<file path="src/rtl/rtn_pkg.sv">
package rtn_pkg;

    localparam int TAG_WIDTH_DEF = 16;
    localparam int FRAC_BITS_DEF = 16;

    localparam int COORD_W   = 32;
    localparam int VEC_W     = COORD_W + 1;
    localparam int PQ_W      = 2 * VEC_W + 1;
    localparam int LO_W      = 34;
    localparam int MB_W      = 35;
    localparam int PROD_W    = VEC_W + MB_W;
    localparam int ACC_W     = 104;
    localparam int Q_W       = 32;
    localparam int UOP_COUNT = 36;
    localparam int UOP_CNT_W = $clog2(UOP_COUNT);
    localparam int CFG_IDX_W = 3;

    localparam logic [CFG_IDX_W-1:0] CFG_ORIGIN_X = 3'd0;
    localparam logic [CFG_IDX_W-1:0] CFG_ORIGIN_Y = 3'd1;
    localparam logic [CFG_IDX_W-1:0] CFG_ORIGIN_Z = 3'd2;
    localparam logic [CFG_IDX_W-1:0] CFG_DIR_X    = 3'd3;
    localparam logic [CFG_IDX_W-1:0] CFG_DIR_Y    = 3'd4;
    localparam logic [CFG_IDX_W-1:0] CFG_DIR_Z    = 3'd5;
    localparam logic [CFG_IDX_W-1:0] CFG_DET_EPS  = 3'd6;

    localparam logic [COORD_W-1:0] DIR_Z_RST   = 32'd65536;
    localparam logic [COORD_W-1:0] DET_EPS_RST = 32'd281474977;

    typedef enum logic [4:0] {
        OPD_E1X, OPD_E1Y, OPD_E1Z,
        OPD_E2X, OPD_E2Y, OPD_E2Z,
        OPD_SX,  OPD_SY,  OPD_SZ,
        OPD_DX,  OPD_DY,  OPD_DZ,
        OPD_PX,  OPD_PY,  OPD_PZ,
        OPD_QX,  OPD_QY,  OPD_QZ
    } t_opnd;

    typedef enum logic [3:0] {
        DST_PX, DST_PY, DST_PZ, DST_QX, DST_QY, DST_QZ,
        DST_DET, DST_U, DST_V, DST_NUM
    } t_dst;

    typedef struct packed {
        t_opnd a;
        t_opnd b;
        logic  hi;
        logic  sub;
        logic  first;
        logic  last;
        t_dst  dst;
    } t_uop;

    typedef struct packed {
        logic load;
        logic issue;
        t_uop uop;
        logic check;
        logic div_init;
        logic div_step;
        logic finish;
    } t_cmd;

    typedef struct packed {
        logic cand;
    } t_sts;

    function automatic t_uop mk_uop(t_opnd a, t_opnd b, logic hi, logic sub,
                                    logic first, logic last, t_dst dst);
        t_uop u;
        u.a     = a;
        u.b     = b;
        u.hi    = hi;
        u.sub   = sub;
        u.first = first;
        u.last  = last;
        u.dst   = dst;
        return u;
    endfunction

    // Cross products first (one product per step), then the four dot products
    // against the 67-bit vectors, each split into a low and a high chunk.
    function automatic t_uop uop_rom(logic [UOP_CNT_W-1:0] idx);
        t_uop u;
        unique case (idx)
            6'd0:  u = mk_uop(OPD_DY,  OPD_E2Z, 1'b0, 1'b0, 1'b1, 1'b0, DST_PX);
            6'd1:  u = mk_uop(OPD_DZ,  OPD_E2Y, 1'b0, 1'b1, 1'b0, 1'b1, DST_PX);
            6'd2:  u = mk_uop(OPD_DZ,  OPD_E2X, 1'b0, 1'b0, 1'b1, 1'b0, DST_PY);
            6'd3:  u = mk_uop(OPD_DX,  OPD_E2Z, 1'b0, 1'b1, 1'b0, 1'b1, DST_PY);
            6'd4:  u = mk_uop(OPD_DX,  OPD_E2Y, 1'b0, 1'b0, 1'b1, 1'b0, DST_PZ);
            6'd5:  u = mk_uop(OPD_DY,  OPD_E2X, 1'b0, 1'b1, 1'b0, 1'b1, DST_PZ);
            6'd6:  u = mk_uop(OPD_SY,  OPD_E1Z, 1'b0, 1'b0, 1'b1, 1'b0, DST_QX);
            6'd7:  u = mk_uop(OPD_SZ,  OPD_E1Y, 1'b0, 1'b1, 1'b0, 1'b1, DST_QX);
            6'd8:  u = mk_uop(OPD_SZ,  OPD_E1X, 1'b0, 1'b0, 1'b1, 1'b0, DST_QY);
            6'd9:  u = mk_uop(OPD_SX,  OPD_E1Z, 1'b0, 1'b1, 1'b0, 1'b1, DST_QY);
            6'd10: u = mk_uop(OPD_SX,  OPD_E1Y, 1'b0, 1'b0, 1'b1, 1'b0, DST_QZ);
            6'd11: u = mk_uop(OPD_SY,  OPD_E1X, 1'b0, 1'b1, 1'b0, 1'b1, DST_QZ);
            6'd12: u = mk_uop(OPD_E1X, OPD_PX,  1'b0, 1'b0, 1'b1, 1'b0, DST_DET);
            6'd13: u = mk_uop(OPD_E1X, OPD_PX,  1'b1, 1'b0, 1'b0, 1'b0, DST_DET);
            6'd14: u = mk_uop(OPD_E1Y, OPD_PY,  1'b0, 1'b0, 1'b0, 1'b0, DST_DET);
            6'd15: u = mk_uop(OPD_E1Y, OPD_PY,  1'b1, 1'b0, 1'b0, 1'b0, DST_DET);
            6'd16: u = mk_uop(OPD_E1Z, OPD_PZ,  1'b0, 1'b0, 1'b0, 1'b0, DST_DET);
            6'd17: u = mk_uop(OPD_E1Z, OPD_PZ,  1'b1, 1'b0, 1'b0, 1'b1, DST_DET);
            6'd18: u = mk_uop(OPD_SX,  OPD_PX,  1'b0, 1'b0, 1'b1, 1'b0, DST_U);
            6'd19: u = mk_uop(OPD_SX,  OPD_PX,  1'b1, 1'b0, 1'b0, 1'b0, DST_U);
            6'd20: u = mk_uop(OPD_SY,  OPD_PY,  1'b0, 1'b0, 1'b0, 1'b0, DST_U);
            6'd21: u = mk_uop(OPD_SY,  OPD_PY,  1'b1, 1'b0, 1'b0, 1'b0, DST_U);
            6'd22: u = mk_uop(OPD_SZ,  OPD_PZ,  1'b0, 1'b0, 1'b0, 1'b0, DST_U);
            6'd23: u = mk_uop(OPD_SZ,  OPD_PZ,  1'b1, 1'b0, 1'b0, 1'b1, DST_U);
            6'd24: u = mk_uop(OPD_DX,  OPD_QX,  1'b0, 1'b0, 1'b1, 1'b0, DST_V);
            6'd25: u = mk_uop(OPD_DX,  OPD_QX,  1'b1, 1'b0, 1'b0, 1'b0, DST_V);
            6'd26: u = mk_uop(OPD_DY,  OPD_QY,  1'b0, 1'b0, 1'b0, 1'b0, DST_V);
            6'd27: u = mk_uop(OPD_DY,  OPD_QY,  1'b1, 1'b0, 1'b0, 1'b0, DST_V);
            6'd28: u = mk_uop(OPD_DZ,  OPD_QZ,  1'b0, 1'b0, 1'b0, 1'b0, DST_V);
            6'd29: u = mk_uop(OPD_DZ,  OPD_QZ,  1'b1, 1'b0, 1'b0, 1'b1, DST_V);
            6'd30: u = mk_uop(OPD_E2X, OPD_QX,  1'b0, 1'b0, 1'b1, 1'b0, DST_NUM);
            6'd31: u = mk_uop(OPD_E2X, OPD_QX,  1'b1, 1'b0, 1'b0, 1'b0, DST_NUM);
            6'd32: u = mk_uop(OPD_E2Y, OPD_QY,  1'b0, 1'b0, 1'b0, 1'b0, DST_NUM);
            6'd33: u = mk_uop(OPD_E2Y, OPD_QY,  1'b1, 1'b0, 1'b0, 1'b0, DST_NUM);
            6'd34: u = mk_uop(OPD_E2Z, OPD_QZ,  1'b0, 1'b0, 1'b0, 1'b0, DST_NUM);
            6'd35: u = mk_uop(OPD_E2Z, OPD_QZ,  1'b1, 1'b0, 1'b0, 1'b1, DST_NUM);
            default: u = mk_uop(OPD_E1X, OPD_E1X, 1'b0, 1'b0, 1'b0, 1'b0, DST_PX);
        endcase
        return u;
    endfunction

endpackage

</file>
<file path="src/rtl/rtn_ctrl.sv">
module rtn_ctrl (
    input  logic          i_clk,
    input  logic          i_rst_n,
    input  logic          i_in_valid,
    output logic          o_in_ready,
    output logic          o_out_valid,
    input  logic          i_out_ready,
    output rtn_pkg::t_cmd o_cmd,
    input  rtn_pkg::t_sts i_sts
);

    typedef enum logic [2:0] {
        S_IDLE, S_MUL, S_DRAIN, S_CHECK, S_DIVI, S_DIV, S_DONE
    } t_state;

    t_state                         r_state;
    logic [rtn_pkg::UOP_CNT_W-1:0]  r_cnt;
    logic                           r_ovalid;
    logic                           out_free;

    assign out_free    = !r_ovalid || i_out_ready;
    assign o_in_ready  = (r_state == S_IDLE);
    assign o_out_valid = r_ovalid;

    always_comb begin
        o_cmd          = '0;
        o_cmd.uop      = rtn_pkg::uop_rom(r_cnt);
        o_cmd.load     = (r_state == S_IDLE) && i_in_valid;
        o_cmd.issue    = (r_state == S_MUL);
        o_cmd.check    = (r_state == S_CHECK);
        o_cmd.div_init = (r_state == S_DIVI) && i_sts.cand;
        o_cmd.div_step = (r_state == S_DIV);
        o_cmd.finish   = (r_state == S_DONE) && out_free;
    end

    always_ff @(posedge i_clk) begin
        if (!i_rst_n) begin
            r_state  <= S_IDLE;
            r_cnt    <= '0;
            r_ovalid <= 1'b0;
        end else begin
            unique case (r_state)
                S_IDLE: begin
                    if (i_in_valid) begin
                        r_state <= S_MUL;
                        r_cnt   <= '0;
                    end
                end
                S_MUL: begin
                    if (r_cnt == rtn_pkg::UOP_CNT_W'(rtn_pkg::UOP_COUNT - 1)) begin
                        r_state <= S_DRAIN;
                        r_cnt   <= '0;
                    end else begin
                        r_cnt <= r_cnt + 1'b1;
                    end
                end
                S_DRAIN: r_state <= S_CHECK;
                S_CHECK: r_state <= S_DIVI;
                S_DIVI: begin
                    // skip the divider when the triangle already misses
                    r_state <= i_sts.cand ? S_DIV : S_DONE;
                    r_cnt   <= '0;
                end
                S_DIV: begin
                    if (r_cnt == rtn_pkg::UOP_CNT_W'(rtn_pkg::Q_W - 1)) begin
                        r_state <= S_DONE;
                        r_cnt   <= '0;
                    end else begin
                        r_cnt <= r_cnt + 1'b1;
                    end
                end
                S_DONE: begin
                    if (out_free) r_state <= S_IDLE;
                end
                default: r_state <= S_IDLE;
            endcase

            if (o_cmd.finish) r_ovalid <= 1'b1;
            else if (i_out_ready) r_ovalid <= 1'b0;
        end
    end

    a_load_starts_mul: assert property (@(posedge i_clk) disable iff (!i_rst_n)
        o_cmd.load |=> (r_state == S_MUL) && (r_cnt == '0))
        else $error("transfer in did not start the multiply sequence");

    a_div_needs_cand: assert property (@(posedge i_clk) disable iff (!i_rst_n)
        (r_state == S_DIV) |-> i_sts.cand)
        else $error("division running for a rejected triangle");

    a_issue_in_range: assert property (@(posedge i_clk) disable iff (!i_rst_n)
        o_cmd.issue |-> (r_cnt < rtn_pkg::UOP_CNT_W'(rtn_pkg::UOP_COUNT)))
        else $error("multiply step beyond program");

    a_finish_frees: assert property (@(posedge i_clk) disable iff (!i_rst_n)
        o_cmd.finish |=> r_ovalid && (r_state == S_IDLE))
        else $error("finished result not presented");

endmodule

</file>
<file path="config.mk">
export PLATFORM = sky130hd
export DESIGN_NAME = rtn_ctrl
export DESIGN_NICKNAME = d
export VERILOG_FILES = /design/src/rtl/rtn_pkg.sv /design/src/rtl/rtn_ctrl.sv
export SDC_FILE = /design/constraint.sdc
export NUM_CORES = 1
export LEC_CHECK = 0
export BUFFER_PORTS_ARGS = -buffer_cell sky130_fd_sc_hd__buf_2
export CAP_MARGIN = 5
export CORE_UTILIZATION = 55
export DETAILED_ROUTE_END_ITERATION = 10
export PLACE_DENSITY = 0.85
export SLEW_MARGIN = 40
export SYNTH_ARGS = -nofsm -noshare
export SYNTH_HDL_FRONTEND = slang
export SYNTH_SLANG_ARGS = --single-unit
</file>
<file path="constraint.sdc">
create_clock -name i_clk -period 4.95 [get_ports i_clk]
set_input_delay 1.485 -clock i_clk [delete_from_list [all_inputs] [get_ports i_clk]]
set_output_delay 1.485 -clock i_clk [all_outputs]
set_load 0.05 [all_outputs]
</file>
==> results.toml <==
[routing]
drc_errors = 0
post_drt_wl_per_cell_um = 15.2
viasPerCell = 5.96
drt-total-wl_um = 4240
drt_iter0_markers = 116
ant_nets = 0
drtPass1Iterations = 4
vias = 1663

[min_path]
min_path_type = "reg2reg"
worstHoldStart = "o_out_valid$_SDFFE_PN0P_"

[placement]
dp_hpwl_um = 3130
dpl_cell_area_um2 = 1960
place.gp.congestion = 0.923
io_buffer_count = 29
placed_cells = 275
dp_slack_ns = 1.14

[cells_and_area]
layout_commonest_cell = "buf_2"
layout_common_cells = "buf_2 (29), dfxtp_1 (27), nor2_1 (16), a21oi_1 (15), ha_1 (15)"
finalCoreUtilization_pct = 64.2
fin_cells = 279
drive_gt1_share_pct = 22.6
num_antenna_cells = 0
area_growth_pct = 8.37
fin_area_um2 = 1990
fin_nets = 256

[logic_synthesis]
ys.flop_type = "dfxtp_1"
syn_nets = 234
ys_seq_area_share_pct = 29.4
synth_area_um2 = 1840
yosys_warnings = 0
yosysUniqueCellTypes = 64
netlist_instances = 214
ys_seq_elements = 27
syn_avg_cell_area_um2 = 8.59
synth.area.top_cells = "dfxtp_1 (29%), ha_1 (10%), a21oi_1 (4.1%)"
yosys.area.top_type_share_pct = 29.4
yosysTopAreaCell = "dfxtp_1"
async_reset_ff_share_pct = 0
synth_edf_count = 0

[pwr]
p_comb_share_pct = 17.7
power_density_nw_per_um2 = 197
seq_power_share_pct = 58.0
pwr-share-clk_pct = 24.3
peakVddDrop_uv = 136
switching_power_uw = 118
p_leak_nw = 0.943
total_power_uw = 392
p_int_uw = 274
switching_share_pct = 30.2

[timing]
timing.fmax_mhz = 273
slew_violations = 0
fin_ws_ns = 1.29
finalClockSkew_ns = 0.00719
worstMarginPinSlew_ns = 0.589
period_share_pct = 73.9
setup_violations = 0
whs_ns = 0.554
period_minus_slack_ns = 3.66
tns_ns = 0
hold_viol = 0
slew_headroom_pct = 60.3
rsz0062_at_grt = "no"

[floorplanning]
initial_core_util_pct = 59.2
coreArea_um2 = 3100
io_pins = 31
fp.dieH_um = 59.8
die_x_um = 59.8
row_count = 20
fp.dieArea_um2 = 3580

[worst_setup_path]
crit_required_ns = 3.46
reg2reg_from = "r_cnt[0]$_SDFFE_PN0N_"
crit_path_max_fanout = 2
end_kind = "primary output"
cp_slowest_cell = "buf_2"
path_class = "in2out"
critPathMaxStageDelay_ns = 0.31
cpMostUsedCell = "buf_2"
cp_cell_sequence = "buf_2, inv_1, nor4b_1, buf_2"
cp-start-kind = "primary input"
arrival_ns = 2.17
cp-startpoint = "i_sts"

[global_routing]
grt_pass1_vias = 1397
grt_pass1_wl_um = 6720
grt_overflow_total = 0
antenna_found_initial = 0
track_usage_pct = 25.3
grt_max_degree = 18

[outcome]
outcome = "finished, final reports clean"

[job]
cap_viol_max_count = 0

[clock_network]
cts.clk_slew.worst_paths_ns = 0.14
clk_latency_ns = 0.33
clkSinkCount = 27
cts_buffer_depth = 2
hold_buffers = 0
cts_tree = "yes"
cts-resized-gates = 0
post_cts_buffers = 0
cts_made_buffers = 3
htreeDepth = 1
root_buffer = "clkbuf_4"
==> layout make-up <==
| type | instances | area, um^2 |
|---|---|---|
| sequential | 27 | 541 |
| clock buffer | 3 | 22.5 |
| fill | 293 | 1110 |
| multi-input combinational | 162 | 1170 |
| timing repair buffer | 30 | 153 |
| tap | 44 | 55.1 |
| inverter | 12 | 45.0 |
| clock inverter | 1 | 5.00 |
==> worst max-delay path: cells and delay by family <==
| family | cells | cell delay, ns |
|---|---|---|
| buf+inv | 3 | 0.44 |
| simple gates | 1 | 0.24 |
==> metal layers <==
metal	GRT usage (%)	vias to the layer above	share of wire [%]
met2	36.8	59	44
met5	0	-	0
met4	9.63	0	1.5
li1	-	814	-
met3	2.81	7	7.0
met1	37.9	783	47
==> power by group through the flow <==
stage / clock (mW) / combinational, mW / sequential [mW]
finish: 0.0953 / 0.0695 / 0.228
floorplan: 0 / 0.0415 / 0.245
global placement: 0 / 0.0679 / 0.232
CTS: 0.100 / 0.0691 / 0.228
global route: 0.110 / 0.0741 / 0.228
detailed placement: 0 / 0.0686 / 0.232
==> state kept, by name, summed over array words and instances (netlist names) <==
signal,flops
o_out_valid,1
o_cmd,17
r_state,3
r_cnt,6
==> path summary, 6_finish.rpt <==
path                              endpoint  slack, ns  cells past startpoint
setup / recovery                  o_cmd[2]       1.29                      4
hold / removal    o_out_valid$_SDFFE_PN0P_       0.55                      2
setup reg to reg         o_cmd[12]$_DFF_P_       1.84                     10
hold reg to reg   o_out_valid$_SDFFE_PN0P_       0.55                      2
==> Yosys cell counts, drive strengths merged (2+ instances only) <==
cell type  count
nand2b         4
a31oi          2
a32oi          4
dfxtp         27
nor3b          2
inv           12
mux2           2
a21o           2
nand2         13
a211oi         4
a21oi         15
nor4b          2
buf            8
o21ai         13
mux2i          4
or2            2
o32ai          2
nor2b          5
ha            15
clkbuf         5
o31ai          2
o22ai          2
nor3           6
and2b          2
nor2          16
o21a           2
and3           3
and2           8
nand3          7
a22oi          5
a31o           2
==> logic make-up after synthesis <==
logic type                 Yosys count  share of synthesized area [%]
other                                1                          0.204
buffers and inverters               25                           6.88
adders and majority gates           15                           10.2
AOI/OAI and AO/OA                   65                           26.3
DFF                                 27                           29.4
muxes                                6                           3.61
and+or+nand+nor                     74                           22.9
xor gates and xnor gates             1                          0.477
(Power assumes the default switching activity.)
